## src/hdl/ihw_pkg.sv

```systemverilog
`timescale 1ns / 1ps
`default_nettype none
// ----------------------------------------------------------------------------
// Intel HEX record writer package
// Shared widths, character codes, the command passed from the front end to
// the character sequencer, and the nibble-to-ASCII conversion.
// ----------------------------------------------------------------------------
package ihw_pkg;

    // Default number of data bytes in one record.
    localparam int LINE_BYTES_DEF = 16;
    // Default depth of the command queue between front end and sequencer.
    localparam int QUEUE_DEPTH_DEF = 4;

    localparam int DATA_W  = 8;
    localparam int CHAR_W  = 7;
    localparam int LEN_W   = 16;
    localparam int CFG_IDX_W = 1;

    // Configuration register indexes.
    localparam logic [CFG_IDX_W-1:0] CFG_TOTAL_LENGTH = 1'd0;
    localparam logic [CFG_IDX_W-1:0] CFG_NEWLINE_MODE = 1'd1;

    // ASCII codes used directly: colon, line endings and the digits 0, 1 and F.
    localparam logic [CHAR_W-1:0] CH_COLON = 7'h3A;
    localparam logic [CHAR_W-1:0] CH_CR    = 7'h0D;
    localparam logic [CHAR_W-1:0] CH_LF    = 7'h0A;
    localparam logic [CHAR_W-1:0] CH_ZERO  = 7'h30;
    localparam logic [CHAR_W-1:0] CH_ONE   = 7'h31;
    localparam logic [CHAR_W-1:0] CH_F     = 7'h46;

    // One command per accepted data byte: everything the sequencer needs
    // to spell out the characters that this byte causes.
    typedef struct packed {
        logic                 hdr;     // a record header comes first
        logic [DATA_W-1:0]    width;   // byte count of the record
        logic [LEN_W-1:0]     addr;    // load address of the record
        logic [DATA_W-1:0]    data;    // the data byte itself
        logic                 close;   // checksum and line ending follow
        logic [DATA_W-1:0]    check;   // checksum of the record
        logic                 eof;     // end-of-file record follows
        logic                 crlf;    // line ending is CR LF
    } t_cmd;

    // Upper-case hex digit of a nibble.
    function automatic logic [CHAR_W-1:0] hex_char(input logic [3:0] nib);
        logic [CHAR_W-1:0] c;
        if (nib < 4'd10) begin
            c = 7'h30 + {3'd0, nib};
        end else begin
            c = 7'h37 + {3'd0, nib};
        end
        return c;
    endfunction

endpackage : ihw_pkg
`default_nettype wire

```

## src/hdl/ihw_if.sv

```systemverilog
`timescale 1ns / 1ps
`default_nettype none
// ----------------------------------------------------------------------------
// Intel HEX record writer channel interfaces
// Valid/ready channels for data bytes in, characters out and register writes.
// ----------------------------------------------------------------------------
interface ihw_in_if import ihw_pkg::*; ();
    logic              valid;
    logic              ready;
    logic [DATA_W-1:0] data_byte;

    modport source (output valid, output data_byte, input ready);
    modport sink   (input valid, input data_byte, output ready);
endinterface : ihw_in_if

interface ihw_out_if import ihw_pkg::*; ();
    logic              valid;
    logic              ready;
    logic [CHAR_W-1:0] ascii_char;
    logic              last_of_run;
    logic              file_done;

    modport source (output valid, output ascii_char, output last_of_run,
                    output file_done, input ready);
    modport sink   (input valid, input ascii_char, input last_of_run,
                    input file_done, output ready);
endinterface : ihw_out_if

interface ihw_cfg_if import ihw_pkg::*; ();
    logic                 valid;
    logic                 ready;
    logic [CFG_IDX_W-1:0] index;
    logic [LEN_W-1:0]     data;

    modport source (output valid, output index, output data, input ready);
    modport sink   (input valid, input index, input data, output ready);
endinterface : ihw_cfg_if
`default_nettype wire

```

## src/hdl/ihw_front.sv

```systemverilog
`timescale 1ns / 1ps
`default_nettype none
// ----------------------------------------------------------------------------
// Intel HEX record writer front end
// Holds the configuration and the record state, classifies each data byte
// (header, data only, record close, end of file) and issues a command.
// ----------------------------------------------------------------------------
module ihw_front import ihw_pkg::*; #(
    parameter int LINE_BYTES = LINE_BYTES_DEF
) (
    input  wire          i_clk,
    input  wire          i_rst_n,
    ihw_in_if.sink       i_in,
    ihw_cfg_if.sink      i_cfg,
    input  wire          i_q_ready,
    output logic         o_q_push,
    output t_cmd         o_q_cmd
);

    logic [LEN_W-1:0]  r_total;
    logic              r_crlf;
    logic [LEN_W-1:0]  r_pos;
    logic [DATA_W-1:0] r_left;
    logic [DATA_W-1:0] r_sum;

    logic [LEN_W:0]    n_remaining;
    logic              n_hdr;
    logic [DATA_W-1:0] n_width;
    logic [DATA_W-1:0] n_sum;
    logic [DATA_W-1:0] n_left;
    logic [LEN_W-1:0]  n_pos;
    logic              n_close;
    logic              n_eof;

    // Register writes are always taken.
    assign i_cfg.ready = 1'b1;

    always_ff @(posedge i_clk) begin
        if (!i_rst_n) begin
            r_total <= LEN_W'(1);
            r_crlf  <= 1'b1;
        end else if (i_cfg.valid) begin
            unique case (i_cfg.index)
                CFG_TOTAL_LENGTH: r_total <= i_cfg.data;
                CFG_NEWLINE_MODE: r_crlf  <= i_cfg.data[0];
                default: ;
            endcase
        end
    end

    // Classify the byte: open a record if none is open, count it, and see
    // whether it closes the record and the image.
    always_comb begin
        n_remaining = {1'b0, r_total - r_pos};
        if (n_remaining == '0) begin
            n_remaining = {1'b1, {LEN_W{1'b0}}};
        end
        n_hdr = (r_left == '0);
        if (n_remaining < (LEN_W+1)'(LINE_BYTES)) begin
            n_width = n_remaining[DATA_W-1:0];
        end else begin
            n_width = DATA_W'(LINE_BYTES);
        end
        if (n_hdr) begin
            n_sum  = n_width + r_pos[LEN_W-1:DATA_W] + r_pos[DATA_W-1:0]
                     + i_in.data_byte;
            n_left = n_width - DATA_W'(1);
        end else begin
            n_sum  = r_sum + i_in.data_byte;
            n_left = r_left - DATA_W'(1);
        end
        n_pos   = r_pos + LEN_W'(1);
        n_close = (n_left == '0);
        n_eof   = n_close && (n_pos == r_total);
    end

    assign i_in.ready = i_q_ready;
    assign o_q_push   = i_in.valid && i_q_ready;

    always_comb begin
        o_q_cmd.hdr   = n_hdr;
        o_q_cmd.width = n_width;
        o_q_cmd.addr  = r_pos;
        o_q_cmd.data  = i_in.data_byte;
        o_q_cmd.close = n_close;
        o_q_cmd.check = DATA_W'(0) - n_sum;
        o_q_cmd.eof   = n_eof;
        o_q_cmd.crlf  = r_crlf;
    end

    // Record state advances on every accepted transaction.
    always_ff @(posedge i_clk) begin
        if (!i_rst_n) begin
            r_pos  <= '0;
            r_left <= '0;
            r_sum  <= '0;
        end else if (o_q_push) begin
            if (n_eof) begin
                r_pos  <= '0;
                r_left <= '0;
                r_sum  <= '0;
            end else begin
                r_pos  <= n_pos;
                r_left <= n_left;
                r_sum  <= n_close ? '0 : n_sum;
            end
        end
    end

endmodule : ihw_front
`default_nettype wire

```

## src/hdl/ihw_queue.sv

```systemverilog
`timescale 1ns / 1ps
`default_nettype none
// ----------------------------------------------------------------------------
// Intel HEX record writer command queue
// Small first-in first-out store that decouples the front end from the
// character sequencer.
// ----------------------------------------------------------------------------
module ihw_queue import ihw_pkg::*; #(
    parameter int QUEUE_DEPTH = QUEUE_DEPTH_DEF
) (
    input  wire   i_clk,
    input  wire   i_rst_n,
    input  wire   i_push,
    input  t_cmd  i_cmd,
    output logic  o_ready,
    input  wire   i_pop,
    output logic  o_valid,
    output t_cmd  o_cmd
);

    localparam int PTR_W = $clog2(QUEUE_DEPTH);
    localparam int CNT_W = $clog2(QUEUE_DEPTH + 1);

    t_cmd             r_mem [QUEUE_DEPTH];
    logic [PTR_W-1:0] r_wr;
    logic [PTR_W-1:0] r_rd;
    logic [CNT_W-1:0] r_cnt;

    assign o_ready = (r_cnt != CNT_W'(QUEUE_DEPTH));
    assign o_valid = (r_cnt != '0);
    assign o_cmd   = r_mem[r_rd];

    // Storage is written at the tail.
    always_ff @(posedge i_clk) begin
        if (i_push) begin
            r_mem[r_wr] <= i_cmd;
        end
    end

    // Pointers and fill count.
    always_ff @(posedge i_clk) begin
        if (!i_rst_n) begin
            r_wr  <= '0;
            r_rd  <= '0;
            r_cnt <= '0;
        end else begin
            if (i_push) begin
                r_wr <= (r_wr == PTR_W'(QUEUE_DEPTH - 1)) ? '0 : r_wr + PTR_W'(1);
            end
            if (i_pop) begin
                r_rd <= (r_rd == PTR_W'(QUEUE_DEPTH - 1)) ? '0 : r_rd + PTR_W'(1);
            end
            if (i_push && !i_pop) begin
                r_cnt <= r_cnt + CNT_W'(1);
            end else if (i_pop && !i_push) begin
                r_cnt <= r_cnt - CNT_W'(1);
            end
        end
    end

endmodule : ihw_queue
`default_nettype wire

```

## src/hdl/ihw_back.sv

```systemverilog
`timescale 1ns / 1ps
`default_nettype none
// ----------------------------------------------------------------------------
// Intel HEX record writer character sequencer
// Walks through the characters of the command at the head of the queue,
// one character per cycle into an output register while it is free.
// ----------------------------------------------------------------------------
module ihw_back import ihw_pkg::*; (
    input  wire          i_clk,
    input  wire          i_rst_n,
    input  wire          i_q_valid,
    input  t_cmd         i_q_cmd,
    output logic         o_q_pop,
    ihw_out_if.source    o_out
);

    localparam int STEP_W = 5;

    // Character positions of one command.
    localparam logic [STEP_W-1:0] S_COLON  = 5'd0;
    localparam logic [STEP_W-1:0] S_WH     = 5'd1;
    localparam logic [STEP_W-1:0] S_WL     = 5'd2;
    localparam logic [STEP_W-1:0] S_A3     = 5'd3;
    localparam logic [STEP_W-1:0] S_A2     = 5'd4;
    localparam logic [STEP_W-1:0] S_A1     = 5'd5;
    localparam logic [STEP_W-1:0] S_A0     = 5'd6;
    localparam logic [STEP_W-1:0] S_T1     = 5'd7;
    localparam logic [STEP_W-1:0] S_T0     = 5'd8;
    localparam logic [STEP_W-1:0] S_DH     = 5'd9;
    localparam logic [STEP_W-1:0] S_DL     = 5'd10;
    localparam logic [STEP_W-1:0] S_CH     = 5'd11;
    localparam logic [STEP_W-1:0] S_CL     = 5'd12;
    localparam logic [STEP_W-1:0] S_CR     = 5'd13;
    localparam logic [STEP_W-1:0] S_LF     = 5'd14;
    localparam logic [STEP_W-1:0] S_ECOLON = 5'd15;
    localparam logic [STEP_W-1:0] S_E0     = 5'd16;
    localparam logic [STEP_W-1:0] S_E6     = 5'd22;
    localparam logic [STEP_W-1:0] S_E7     = 5'd23;
    localparam logic [STEP_W-1:0] S_E8     = 5'd24;
    localparam logic [STEP_W-1:0] S_E9     = 5'd25;
    localparam logic [STEP_W-1:0] S_ECR    = 5'd26;
    localparam logic [STEP_W-1:0] S_ELF    = 5'd27;

    logic              r_mid;
    logic [STEP_W-1:0] r_step;
    logic              r_valid;
    logic [CHAR_W-1:0] r_char;
    logic              r_last;
    logic              r_done;

    logic [STEP_W-1:0] w_step;
    logic [STEP_W-1:0] w_next;
    logic              w_last;
    logic [CHAR_W-1:0] w_char;
    logic              w_adv;

    // Current position: a fresh command starts at its header or its data.
    always_comb begin
        if (r_mid) begin
            w_step = r_step;
        end else begin
            w_step = i_q_cmd.hdr ? S_COLON : S_DH;
        end
    end

    // Next position, skipping the parts this command does not have.
    always_comb begin
        w_next = w_step + STEP_W'(1);
        w_last = 1'b0;
        case (w_step)
            S_DL: w_last = !i_q_cmd.close;
            S_CL: w_next = i_q_cmd.crlf ? S_CR : S_LF;
            S_LF: begin
                w_last = !i_q_cmd.eof;
                w_next = S_ECOLON;
            end
            S_E9: w_next = i_q_cmd.crlf ? S_ECR : S_ELF;
            S_ELF: w_last = 1'b1;
            default: ;
        endcase
    end

    // Character at the current position.
    always_comb begin
        case (w_step) inside
            S_COLON, S_ECOLON: w_char = CH_COLON;
            S_WH:              w_char = hex_char(i_q_cmd.width[7:4]);
            S_WL:              w_char = hex_char(i_q_cmd.width[3:0]);
            S_A3:              w_char = hex_char(i_q_cmd.addr[15:12]);
            S_A2:              w_char = hex_char(i_q_cmd.addr[11:8]);
            S_A1:              w_char = hex_char(i_q_cmd.addr[7:4]);
            S_A0:              w_char = hex_char(i_q_cmd.addr[3:0]);
            S_T1, S_T0:        w_char = CH_ZERO;
            S_DH:              w_char = hex_char(i_q_cmd.data[7:4]);
            S_DL:              w_char = hex_char(i_q_cmd.data[3:0]);
            S_CH:              w_char = hex_char(i_q_cmd.check[7:4]);
            S_CL:              w_char = hex_char(i_q_cmd.check[3:0]);
            S_CR, S_ECR:       w_char = CH_CR;
            S_LF, S_ELF:       w_char = CH_LF;
            [S_E0:S_E6]:       w_char = CH_ZERO;
            S_E7:              w_char = CH_ONE;
            S_E8, S_E9:        w_char = CH_F;
            default:           w_char = CH_LF;
        endcase
    end

    // A waiting command and a free output register make a character.
    assign w_adv   = i_q_valid && (!r_valid || o_out.ready);
    assign o_q_pop = w_adv && w_last;

    always_ff @(posedge i_clk) begin
        if (!i_rst_n) begin
            r_mid   <= 1'b0;
            r_step  <= S_COLON;
            r_valid <= 1'b0;
        end else if (w_adv) begin
            r_valid <= 1'b1;
            r_mid   <= !w_last;
            r_step  <= w_next;
        end else if (o_out.ready) begin
            r_valid <= 1'b0;
        end
    end

    // Output payload register.
    always_ff @(posedge i_clk) begin
        if (w_adv) begin
            r_char <= w_char;
            r_last <= w_last;
            r_done <= w_last && i_q_cmd.eof;
        end
    end

    assign o_out.valid       = r_valid;
    assign o_out.ascii_char  = r_char;
    assign o_out.last_of_run = r_last;
    assign o_out.file_done   = r_done;

endmodule : ihw_back
`default_nettype wire

```

## src/hdl/intel_hex_record_writer_top.sv

```systemverilog
`timescale 1ns / 1ps
`default_nettype none
// A byte's first character goes through the command queue and output register.
// Throughput: one character per cycle from the sequencer while the output is
// ready; a byte gives 2 to 28 characters, about 3 on average in 16-byte records.
// The command queue takes bytes while earlier characters are still being sent.
// Synchronous active-low reset: total length 1, CR LF line endings, address 0.
// ----------------------------------------------------------------------------
// Intel HEX record writer
// Turns a stream of image bytes into Intel HEX text, one character per
// transaction, with the end-of-file record after the last byte.
// ----------------------------------------------------------------------------
module intel_hex_record_writer_top import ihw_pkg::*; #(
    parameter int LINE_BYTES  = LINE_BYTES_DEF,
    parameter int QUEUE_DEPTH = QUEUE_DEPTH_DEF
) (
    input  wire        i_clk,
    input  wire        i_rst_n,
    ihw_in_if.sink     i_in,
    ihw_cfg_if.sink    i_cfg,
    ihw_out_if.source  o_out
);

    logic q_push;
    logic q_ready;
    logic q_pop;
    logic q_valid;
    t_cmd q_in_cmd;
    t_cmd q_head_cmd;

    // Classification and record bookkeeping.
    ihw_front #(
        .LINE_BYTES (LINE_BYTES)
    ) u_front (
        .i_clk     (i_clk),
        .i_rst_n   (i_rst_n),
        .i_in      (i_in),
        .i_cfg     (i_cfg),
        .i_q_ready (q_ready),
        .o_q_push  (q_push),
        .o_q_cmd   (q_in_cmd)
    );

    // Command queue.
    ihw_queue #(
        .QUEUE_DEPTH (QUEUE_DEPTH)
    ) u_queue (
        .i_clk   (i_clk),
        .i_rst_n (i_rst_n),
        .i_push  (q_push),
        .i_cmd   (q_in_cmd),
        .o_ready (q_ready),
        .i_pop   (q_pop),
        .o_valid (q_valid),
        .o_cmd   (q_head_cmd)
    );

    // Character sequencer.
    ihw_back u_back (
        .i_clk     (i_clk),
        .i_rst_n   (i_rst_n),
        .i_q_valid (q_valid),
        .i_q_cmd   (q_head_cmd),
        .o_q_pop   (q_pop),
        .o_out     (o_out)
    );

endmodule : intel_hex_record_writer_top
`default_nettype wire

```

## src/flat_wrapper.sv

```systemverilog
// flat-port wrapper written by rule: the top's interface ports become plain ports
module intel_hex_record_writer_top_flat import ihw_pkg::*;
#(
    parameter int LINE_BYTES  = LINE_BYTES_DEF,
    parameter int QUEUE_DEPTH = QUEUE_DEPTH_DEF
)
  (i_clk, i_rst_n, i_in_valid, i_in_data_byte, i_in_ready, i_cfg_valid, i_cfg_index, i_cfg_data, i_cfg_ready, o_out_valid, o_out_ascii_char, o_out_last_of_run, o_out_file_done, o_out_ready);
  ihw_in_if i_in_i ();
  ihw_cfg_if i_cfg_i ();
  ihw_out_if o_out_i ();
  input  wire i_clk;
  input  wire i_rst_n;
  input wire logic [$bits(i_in_i.valid)-1:0] i_in_valid;
  input wire logic [$bits(i_in_i.data_byte)-1:0] i_in_data_byte;
  output wire logic [$bits(i_in_i.ready)-1:0] i_in_ready;
  input wire logic [$bits(i_cfg_i.valid)-1:0] i_cfg_valid;
  input wire logic [$bits(i_cfg_i.index)-1:0] i_cfg_index;
  input wire logic [$bits(i_cfg_i.data)-1:0] i_cfg_data;
  output wire logic [$bits(i_cfg_i.ready)-1:0] i_cfg_ready;
  output wire logic [$bits(o_out_i.valid)-1:0] o_out_valid;
  output wire logic [$bits(o_out_i.ascii_char)-1:0] o_out_ascii_char;
  output wire logic [$bits(o_out_i.last_of_run)-1:0] o_out_last_of_run;
  output wire logic [$bits(o_out_i.file_done)-1:0] o_out_file_done;
  input wire logic [$bits(o_out_i.ready)-1:0] o_out_ready;
  assign i_in_i.valid = i_in_valid;
  assign i_in_i.data_byte = i_in_data_byte;
  assign i_in_ready = i_in_i.ready;
  assign i_cfg_i.valid = i_cfg_valid;
  assign i_cfg_i.index = i_cfg_index;
  assign i_cfg_i.data = i_cfg_data;
  assign i_cfg_ready = i_cfg_i.ready;
  assign o_out_valid = o_out_i.valid;
  assign o_out_ascii_char = o_out_i.ascii_char;
  assign o_out_last_of_run = o_out_i.last_of_run;
  assign o_out_file_done = o_out_i.file_done;
  assign o_out_i.ready = o_out_ready;
  intel_hex_record_writer_top #(.LINE_BYTES(LINE_BYTES), .QUEUE_DEPTH(QUEUE_DEPTH)) u_core (.i_clk(i_clk), .i_rst_n(i_rst_n), .i_in(i_in_i), .i_cfg(i_cfg_i), .o_out(o_out_i));
endmodule
```

## config.mk

```make
export PLATFORM = sky130hd
export DESIGN_NAME = intel_hex_record_writer_top_flat
export DESIGN_NICKNAME = d
export VERILOG_FILES = /design/src/hdl/ihw_pkg.sv /design/src/hdl/ihw_if.sv /design/src/hdl/ihw_front.sv /design/src/hdl/ihw_queue.sv /design/src/hdl/ihw_back.sv /design/src/hdl/intel_hex_record_writer_top.sv /design/src/flat_wrapper.sv
export SDC_FILE = /design/constraint.sdc
export NUM_CORES = 1
export LEC_CHECK = 0
export BUFFER_PORTS_ARGS = -buffer_cell sky130_fd_sc_hd__buf_2
export CORE_ASPECT_RATIO = 0.5
export CORE_MARGIN = 2
export CORE_UTILIZATION = 50
export CTS_BUF_LIST = sky130_fd_sc_hd__clkbuf_4 sky130_fd_sc_hd__clkbuf_8
export CTS_CLUSTER_SIZE = 16
export DETAILED_ROUTE_END_ITERATION = 12
export PLACE_DENSITY = 0.66
export REMOVE_ABC_BUFFERS = 1
export SLEW_MARGIN = 15
export SYNTH_ARGS = -nofsm -noshare
export SYNTH_HDL_FRONTEND = slang
export SYNTH_SLANG_ARGS = --single-unit
```

## constraint.sdc

```tcl
create_clock -name i_clk -period 10.8 [get_ports i_clk]
set_input_delay 1.62 -clock i_clk [delete_from_list [all_inputs] [get_ports i_clk]]
set_output_delay 1.62 -clock i_clk [all_outputs]
set_load 0.005 [all_outputs]
```

Word-level counts from Yosys, hierarchy flattened
Memory sizes are Yosys's and may differ from the RTL's. A register that Yosys moved wholly into a read port is not among the register bits.
Index checks and enable logic that the tools add are counted.
{ "op_classes": {"n_mux": 50, "bitwise": 1, "n_eq_ne": 24, "n_reduce_logical": 29, "magnitude_cmp": 13, "n_addsub": 34} }
{ "ops": {"columns": ["op", "n"], "rows": [
  ["2-to-1 mux 7 bit", 26],
  ["adder 6 x 4 -> 7 bit (first input constant)", 20],
  ["2-to-1 mux 8 bit", 6],
  ["== test 5 x 4 -> 1 bit (second input constant)", 8],
  ["< comparator 4 bit (second input constant)", 10],
  ["adder 8 bit", 4],
  ["== test 5 bit (second input constant)", 5],
  ["== test 5 x 3 -> 1 bit (second input constant)", 4],
  ["< comparator 17 x 5 -> 1 bit (second input constant)", 1],
  ["2-to-1 mux 17 bit", 1],
  ["adder 16 x 1 -> 16 bit (second input constant)", 1],
  ["== test 16 bit", 1],
  ["logical NOT 16 bit", 1],
  ["logical NOT 8 bit", 2],
  ["2-to-1 mux 16 bit", 1],
  ["subtractor 16 bit", 1],
  ["subtractor 8 x 1 -> 8 bit (second input constant)", 2],
  ["case mux 5 bit (3 select lines)", 1],
  ["== test 5 x 2 -> 1 bit (second input constant)", 2],
  ["2-to-1 mux 2 bit", 5],
  ["OR reduction 2 bit", 5],
  ["logical AND 1 bit", 8],
  ["subtractor 1 x 8 -> 8 bit (first input constant)", 1],
  ["logical NOT 1 bit", 6],
  ["20 further kinds", 29]
]} }
{ "word_totals": {"mem_count": 1, "wordCells": 166, "in_bits": 30, "out_inout_bits": 12, "reg_bits": 72, "ram_bits": 176} }
{ "mem_list": {"columns": ["name", "words", "width", "rd", "rd_ports_with_merged_regs", "wr", "line_no", "source"], "rows": [
  ["u_core.u_queue.r_mem", 4, 44, 1, 1, 1, "ihw_queue.sv:24", "t_cmd r_mem [QUEUE_DEPTH];"]
]} }

Longest topological paths before layout
Gate-level depths: netlist of the first run.
{ "logic_depth": {"ltp_word": 20, "depth_mapped": 27, "ltp_nobuf": 26} }

Cells and area by module
Synthesis of the first run repeated with hierarchy kept, for this count alone.
{ "unflattened": {"hier_cells": 1238, "hier_area_um2": 14038.5} }
{ "modules_own_cells": {"columns": ["module", "area_per_inst_um2", "cells_each", "n_inst", "seq_area_each_um2"], "rows": [
  ["ihw_queue", 6866.6, 275, 1, 5465.2],
  ["ihw_front", 4733.3, 611, 1, 980.9],
  ["ihw_back", 2438.6, 352, 1, 410.4]
]} }

Least setup slack after synthesis of the first run
No wires, ideal clock.
{ "synth_path": {"path_kind": "register to register", "from": "register u_core.u_front.r_pos[0]", "to": "memory u_core.u_queue.r_mem[0][9] (netlist name) (data pin)", "arrival_time_ps": 5175, "path_stages_with_launch": 23, "path_buffers": 1, "period_less_slack_ps": 5450, "required_ps": 10525, "path_slack_ps": 5350, "path_cell_list": "dfxtp_1 > ha_1 > fa_1 > nor2b_1 > o31ai_1 > o21a_1 > o311ai_0 > o211a_1 > and3_1 > clkbuf_1 > nand2_1 > nor2_1 > inv_1 > fa_1 > inv_1 > ha_1 > fa_1 > xor2_1 > o21ai_0 > and2_1 > nand2b_1 > nor3b_1 > xnor2_1"} }
{ "synth_rtl": {"columns": ["item", "line_no", "source"], "rows": [
  ["start: declaration", "ihw_front.sv:22", "logic [LEN_W-1:0] r_pos;"],
  ["start signal: assignment", "ihw_front.sv:103", "r_pos <= n_pos;"],
  ["end: declaration", "ihw_queue.sv:24", null]
]} }

==> summary.md, run 1 <==
| Metric | Value |
|---|---|
| CP required | 11.08 ns |
| HP Class | reg -> reg |
| Worst r2r dst | u_core.u_queue.r_mem[2][9] |
| Pwr/cell area | 200 nW/um^2 |
| 1st-iter DRT viols | 734 |
| CTS tree | yes |
| Critical path data arrival time | 6.96 ns |
| Starting Density | 51.1% |
| Fin crit period | 6.69 ns |
| R2R Setup Slk | 4.11 ns |
| Gr usage total | 22.8% |
| TNS Setup | 0 ns |
| Unique masters post-synth | 74 |
| # rows | 42 |
| Via/cell ratio | 5.81 |
| Worst-Margin Slew | 0.898 ns |
| Post-CTS Setup Inserts | 0 |
| Clock transition at path regs | 0.06 ns |
| DRC Markers | 0 |
| Hold path depth | 2 |
| Fillers | 2266 |
| Relative slew slack | 40.1% |
| Top cell type by total area after synthesis | edfxtp_1 |
| Family with the most delay on the worst path | compound AO/OA/AOI/OAI gates |
| PostCTS Resize Cnt | 0 |
| Hold Crit Start | u_core.u_front.r_left[7] |
| Startpoint class of the critical path | flip-flop |
| Most used DFF post-synth | edfxtp_1 |
| Final Cycle Share | 61.9% |
| # hold bufs at CTS | 0 |
| Hold path endpoint | u_core.u_front.r_left[7] |
| Final net count | 1360 |
| Ports | 42 |
| First-pass GRT wire length | 50400 um |
| YS warnings | 0 |
| Number of global-route vias before repair | 9304 |
| Crit-path max FO | 12 |
| DIE HEIGHT | 121 um |
| Ys async rst share | 0% |
| Routed WL | 31800 um |
| Final Hold Vio Count | 0 |
| Status | finished clean |
| P_leak | 5.53 nW |
| CP dominant cell by count | inv_1 |
| CTS sink count | 250 |
| Clock skew | 0.0383 ns |
| Top cell type's share of synthesized area | 40.8% |
| Highest cell delay on the worst timing path | 0.55 ns |
| CTS Buffer Depth | 3 |
| Number of flops mapped to enable cells by yosys | 185 |
| Critical-path cell list | inv_1, ha_1, nor2b_1, o31ai_1, o21a_1, o31a_1, o32ai_1, a211oi_1, and2b_1, nand2_1, nor2_1, inv_1, fa_1, inv_1, ha_1, fa_1, xor2_1, o21ai_0, and2_1, nand2b_1, nor3b_1, xnor2_1 |
| Layout cells sized above 1 | 13.0% |
| Syn Inst Count | 1201 |
| Clock latency on the worst-skew pair | 0.57 ns |
| Post-Synthesis Cell Area | 13600 um^2 |
| Root Buffer | clkbuf_8 |
| Worst ir drop on vdd | 0.0000897 V |
| Die X-Extent | 237 um |
| RSZ-0062 raised after global routing | no |
| Drt first pass iters | 5 |
| GRT overflow | 0 |
| Port bufs | 40 |
| Multi-input gate area | 6310 um^2 |
| Crit path max-delay cell type | fa_1 |
| Area growth syn-to-layout | 9.68% |
| Max H-tree Level | 2 |
| Setup violators final | 0 |
| Pin count of the biggest net entering global routing | 45 |
| Sequential fraction of the synthesis area | 50.4% |
| Post-detail-place hpwl | 22300 um |
| CTS Buf Count | 37 |
| Die area | 28600 um^2 |
| Total power | 2.99 mW |
| WS Path Type | reg -> reg |
| Max-cap violations | 0 |
| Register area | 6860 um^2 |
| Register bit total from synthesis | 250 |
| Syn_area_per_cell | 11.3 um^2 |
| Slew Limit Fails | 0 |
| Vias | 9524 |
| Top post-synthesis cells by area | edfxtp_1 (41%), dfxtp_1 (9.6%), mux4_2 (7.3%), ha_1 (5.1%), xnor2_1 (3.9%) |
| Crit end category | flip-flop |
| Initial antenna violation count | 0 |
| CP bufs+invs | 3 |
| Cells on worst reg2reg path | 22 |
| Launch point of the worst reg-to-reg path | u_core.u_front.r_pos[2] |
| Core ar. | 26600 um^2 |
| Max Freq | 0.150 GHz |
| GP Congestion | 0.891 |
| Post-route core utilization | 56.1% |
| Antenna Nets Post-Route | 0 |
| WL/cell | 19.4 um |
## cell families (layout without fill, tap and decap cells)
family,after synthesis,in the layout,synth area share [%]
fa+ha+maj,72,72,7.56
buf+inv,125,197,3.62
other cells,2,16,0.0552
compound gates,271,271,12.8
simple gates,342,342,12.1
mux,52,52,7.88
flops,250,250,50.4
xor+xnor,87,87,5.60
## Yosys cell counts (all sizes together), types with 18 or more instances
library cell	number
a21boi	21
a21oi	81
and3	24
clkbuf	32
dfxtp	65
edfxtp	185
ha	55
inv	81
mux4	44
nand2	112
nand3	36
nor2	73
nor3	18
o21ai	64
xnor2	60
xor2	27
## power breakdown
part / leakage [nW] / total, mW / internal, mW / switching (mW)
Clock: 0.374 / 0.785 / 0.407 / 0.378
Sequential: 2.26 / 1.28 / 1.21 / 0.0692
Combinational: 2.90 / 0.923 / 0.351 / 0.573
## cell type report
cell class / count / area share [%]
Clock buffer: 47 / 3.92
Antenna cell: 1 / 0.0168
Multi-Input combinational cell: 839 / 42.3
Timing Repair Buffer: 48 / 1.74
Clock inverter: 20 / 1.03
Inverter: 82 / 2.06
Tap cell: 352 / 2.95
Sequential cell: 250 / 46.0
## per-layer routing
metal  vias up  global-route usage [%]  wire length, um
met2       291                    35.2            13900
li1       4530                       -                -
met5         -                       0                0
met3        45                    4.73             2200
met1      4658                    32.9            15100
met4         0                    6.13              592
## state kept, by name, summed over array words and instances (netlist names), named ones only
name	cells
u_core.u_front.r_pos	16
u_core.u_queue.r_rd	2
u_core.u_queue.r_mem	176
u_core.u_back.o_out.valid	1
u_core.u_back.r_step	5
u_core.u_queue.r_wr	2
u_core.u_back.o_out.ascii_char	7
u_core.u_queue.r_cnt	3
u_core.u_back.r_mid	1
u_core.u_front.r_crlf	1
u_core.u_back.o_out.last_of_run	1
u_core.u_front.r_total	16
u_core.u_front.r_sum	8
u_core.u_front.r_left	8
u_core.u_back.o_out.file_done	1
## worst min-delay path: stages, from the launching register on
cell and delay [ns]:
dfxtp_1 0.33, nand2_1 0.06, a21oi_1 0.03
## placed cells by master (no fill, tap or decap), types with 36 or more instances in the layout
master      n
a21oi_1    79
buf_2      40
clkbuf_8   37
dfxtp_1    63
edfxtp_1  185
ha_1       55
inv_1      81
mux4_2     44
nand2_1   112
nand3_1    36
nor2_1     73
o21ai_0    62
xnor2_1    60
## worst max-delay path by stage
stage	from	to	slack, ns	cells after the start
after floorplan	flip-flop	u_core.u_queue.r_cnt[2]	5.37	16
after global placement	u_core.u_front.r_pos[2]	u_core.u_queue.r_mem[0][9]	4.42	22
after detailed placement	u_core.u_front.r_pos[2]	u_core.u_queue.r_mem[1][9]	4.25	22
after CTS	u_core.u_front.r_pos[2]	u_core.u_queue.r_mem[1][9]	4.22	22
after global routing	u_core.u_front.r_pos[2]	u_core.u_queue.r_mem[0][9]	3.65	22
final	u_core.u_front.r_pos[2]	u_core.u_queue.r_mem[2][9]	4.11	22
## stage by stage
step / instance area, um^2 / worst slack, ns / cells / hold WS, ns
3_3_place_gp: 14200 / 4.42 / 1571 / 0.440
4_1_cts: 14900 / 4.22 / 1638 / 0.462
2_1_floorplan: 13500 / 5.37 / 1171 / 0.422
5_1_grt: 14900 / 3.65 / 1638 / 0.489
3_5_place_dp: 14200 / 4.25 / 1571 / 0.452
6_report: 14900 / 4.11 / 1639 / 0.463
No activity file was read; power rests on OpenSTA's default activity.
==> run 2, diff against run 1 <==
--- a/config.mk
+++ b/config.mk
@@ -12,7 +12,7 @@
 export CTS_BUF_LIST = sky130_fd_sc_hd__clkbuf_4 sky130_fd_sc_hd__clkbuf_8
 export CTS_CLUSTER_SIZE = 16
 export DETAILED_ROUTE_END_ITERATION = 12
-export PLACE_DENSITY = 0.66
+export PLACE_DENSITY = 0.69
 export REMOVE_ABC_BUFFERS = 1
 export SLEW_MARGIN = 15
 export SYNTH_ARGS = -nofsm -noshare
==> constraint.sdc (replaced) <==
create_clock -name i_clk -period 5.5 [get_ports i_clk]
set_input_delay 0.825 -clock i_clk [delete_from_list [all_inputs] [get_ports i_clk]]
set_output_delay 0.825 -clock i_clk [all_outputs]
set_load 0.005 [all_outputs]
==> run 2 against run 1 <==
Largest cell class unchanged. Clock skew down 0.013 ns. Die area unchanged. Critical path depth up 1. Register-to-register slack worse by 3.8 ns. Count of clock-buffer cells in the layout up 8.
==> summary.md, run 2 (synthesis gave the netlist of run 1 again) <==
| Metric | Value |
|---|---|
| Worst ir drop on vdd | 0.000160 V (+78%) |
| Port bufs | 40 (unchanged) |
| CTS tree | yes |
| Antenna Nets Post-Route | 0 (unchanged) |
| DIE HEIGHT | 121 um (unchanged) |
| Sequential power share | 40.7% (-2.2 points) |
| Crit end category | flip-flop |
| Final net count | 1397 (+2.7%) |
| Post-route core utilization | 57.9% (+1.8 points) |
| Pwr/cell area | 400 nW/um^2 (+100%) |
| Sw Share | 33.0% (-1.1 points) |
| Worst-Margin Slew | 0.891 ns (-0.00765 ns) |
| Combinational share of power | 31.4% (+0.5 points) |
| Launch point of the worst reg-to-reg path | u_core.u_front.r_total[0] |
| Final Cycle Share | 94.2% (+32 points) |
| Drt first pass iters | 5 (unchanged) |
| WS Path Type | reg -> reg |
| Non-Filler Instances | 1677 (+2.3%) |
| Max Freq | 0.193 GHz (+29%) |
| Cells on worst reg2reg path | 23 (+4.5%) |
| Post-detail-place hpwl | 22300 um (+0.28%) |
| # rows | 42 (unchanged) |
| Clock latency on the worst-skew pair | 0.56 ns (about the same) |
| Critical-path cell list | inv_1, ha_1, fa_2, nor2b_4, o31ai_2, o21a_2, o31a_1, o32ai_1, a211oi_2, and2b_1, nand2_2, nor2_2, fa_1, ha_1, a21o_1, a21oi_1, o21bai_1, a21oi_1, xnor2_1, nand2_1, o21ai_1, nor3b_2, xnor2_2 |
| Area growth syn-to-layout | 13.2% |
| WL/cell | 19.2 um (-0.83%) |
| Family with the most delay on the worst path | compound AO/OA/AOI/OAI gates |
| CTS Buffer Depth | 3 (unchanged) |
| 1st-iter DRT viols | 952 (+30%) |
| Die area | 28600 um^2 (unchanged) |
| Ports | 42 (unchanged) |
| # hold bufs at CTS | 0 (unchanged) |
| CTS sink count | 250 (unchanged) |
| Critical path data arrival time | 5.48 ns (-1.48 ns) |
| GP Congestion | 0.939 (+5.4%) |
| Most common cell after layout, fill and taps aside | edfxtp_1 |
| Place WS | 0.00769 ns (-4.24 ns) |
| Worst r2r dst | u_core.u_queue.r_mem[1][9] |
| Hold path endpoint | u_core.u_front.r_left[7] |
| HP Class | reg -> reg |
| NetSw | 2.03 mW (+99%) |
| Number of diodes | 0 (-1) |
| Core ar. | 26600 um^2 (unchanged) |
| Post-Place Cells | 1606 (+2.2%) |
| Max FFs per register | 176 (unchanged) |
| CP required | 5.80 ns (-5.28 ns) |
| Max-cap violations | 0 (unchanged) |
| Fin Hold WS | 0.454 ns (-0.00843 ns) |
| Cell Area, Placed | 14400 um^2 (+1.9%) |
| Highest cell delay on the worst timing path | 0.56 ns (about the same) |
| Startpoint class of the critical path | flip-flop |
| Final Hold Vio Count | 0 (unchanged) |
| Setup violators final | 0 (unchanged) |
| Number of global-route vias before repair | 9679 (+4.0%) |
| Largest register by flop count | u_core.u_queue.r_mem |
| Relative slew slack | 40.6% (+0.51 points) |
| Status | finished clean |
| Starting Density | 51.1% (unchanged) |
| Root Buffer | clkbuf_8 |
| Fillers | 2174 (-4.1%) |
| Max H-tree Level | 2 (unchanged) |
| P_leak | 5.82 nW (+5.3%) |
| Pin count of the biggest net entering global routing | 45 (unchanged) |
| DRC Markers | 0 (unchanged) |
| Clock transition at path regs | 0.06 ns (about the same) |
| Final Cell Area | 15400 um^2 (+3.3%) |
| Hold Crit Start | u_core.u_front.r_left[7] |
| Hold path depth | 2 (unchanged) |
| Slew Limit Fails | 0 (unchanged) |
| Initial antenna violation count | 0 (unchanged) |
| Fin crit period | 5.18 ns (-1.50 ns) |
| Largest registers | u_core.u_queue.r_mem: 176 flops, u_core.u_front.r_pos: 16 flops, u_core.u_front.r_total: 16 flops |
| Die X-Extent | 237 um (unchanged) |
| CTS Buf Count | 38 (+2.7%) |
| Clock Power Share | 27.9% (+1.6 points) |
| Routed WL | 32200 um (+1.5%) |
| First-pass GRT wire length | 51600 um (+2.5%) |
| Clock skew | 0.0254 ns (-0.0129 ns) |
| CP bufs+invs | 1 (-2) |
| Gr usage total | 23.1% (+0.34 points) |
| Vias | 9732 (+2.2%) |
| Crit path max-delay cell type | fa_1 |
| Layout cells sized above 1 | 17.9% (+4.9 points) |
| Commonest non-fill, non-tap cells in the layout | edfxtp_1 (185), nand2_1 (111), inv_1 (81), a21oi_1 (76), nor2_1 (68) |
| Crit-path max FO | 5 (-7) |
| Via/cell ratio | 5.80 (-0.13%) |
| Final setup margin | 0.319 ns (-3.80 ns) |
| R2R Setup Slk | 0.32 ns (-3.80 ns) |
| GRT overflow | 0 (unchanged) |
| Cell internal pwr | 4.13 mW (+110%) |
run 2: worst max path at each step:
stage                         startpoint                    endpoint  slack (ns)  cells after the start
2_1_floorplan                  flip-flop     u_core.u_queue.r_cnt[2]        0.07                     16
3_3_place_gp   u_core.u_front.r_total[0]  u_core.u_queue.r_mem[0][9]        0.18                     26
3_5_place_dp   u_core.u_front.r_total[0]  u_core.u_queue.r_mem[0][9]       0.008                     25
4_1_cts          u_core.u_front.r_pos[2]  u_core.u_queue.r_mem[2][9]        0.02                     25
5_1_grt          u_core.u_front.r_pos[6]  u_core.u_queue.r_mem[1][9]       -0.02                     25
6_report       u_core.u_front.r_total[0]  u_core.u_queue.r_mem[1][9]        0.32                     23
run 2: metal layers:
layer	vias to the layer above	part of all wire [%]	global-route usage [%]
met3	50	7.9	3.97
li1	4592	-	-
met5	-	0	0
met1	4747	45	33.3
met4	0	1.5	6.13
met2	343	45	36.5
run 2: worst reg2reg max path, stage by stage, from the launching register on:
cell      delay, ns
dfxtp_1        0.30
inv_1          0.06
ha_1           0.21
fa_2           0.37
nor2b_4        0.15
o31ai_2        0.08
o21a_2         0.28
o31a_1         0.32
o32ai_1        0.33
a211oi_2       0.09
and2b_1        0.19
nand2_2        0.14
nor2_2         0.10
fa_1           0.56
ha_1           0.32
a21o_1         0.18
a21oi_1        0.22
o21bai_1       0.10
a21oi_1        0.20
xnor2_1        0.14
nand2_1        0.07
o21ai_1        0.25
nor3b_2        0.12
xnor2_2        0.17
run 2: power groups by stage:
| stage | combinational [mW] | clock, mW | sequential (mW) |
|---|---|---|---|
| final | 1.93 | 1.72 | 2.51 |
| after CTS | 1.86 | 1.76 | 2.51 |
| after global routing | 2.14 | 1.84 | 2.53 |
| after detailed placement | 1.85 | 0 | 2.55 |
| after floorplan | 1.28 | 0 | 2.52 |
| after global placement | 1.81 | 0 | 2.53 |
run 2: what timing repair did:
action | 4_1_cts | 5_1_grt
pin swaps | 0 | 1
buffers inserted | 0 | 1
endpoints found under the setup margin | 4 | 46
resized for setup | 1 | 25
run 2: layout make-up:
| class | count | area [um^2] | area share [%] |
|---|---|---|---|
| Clock inverter | 15 | 195 | 1.27 |
| Sequential cell | 250 | 6860 | 44.5 |
| Timing Repair Buffer | 84 | 531 | 3.44 |
| Inverter | 82 | 308 | 2.00 |
| Tap cell | 352 | 440 | 2.86 |
| Clock buffer | 55 | 663 | 4.31 |
| Multi-Input combinational cell | 839 | 6410 | 41.6 |
run 2: per-stage QoR:
stage          power, mW  TNS [ns]
2_1_floorplan       3.80         0
3_3_place_gp        4.34         0
3_5_place_dp        4.39         0
4_1_cts             6.12         0
5_1_grt             6.52    -0.111
6_report            6.16         0
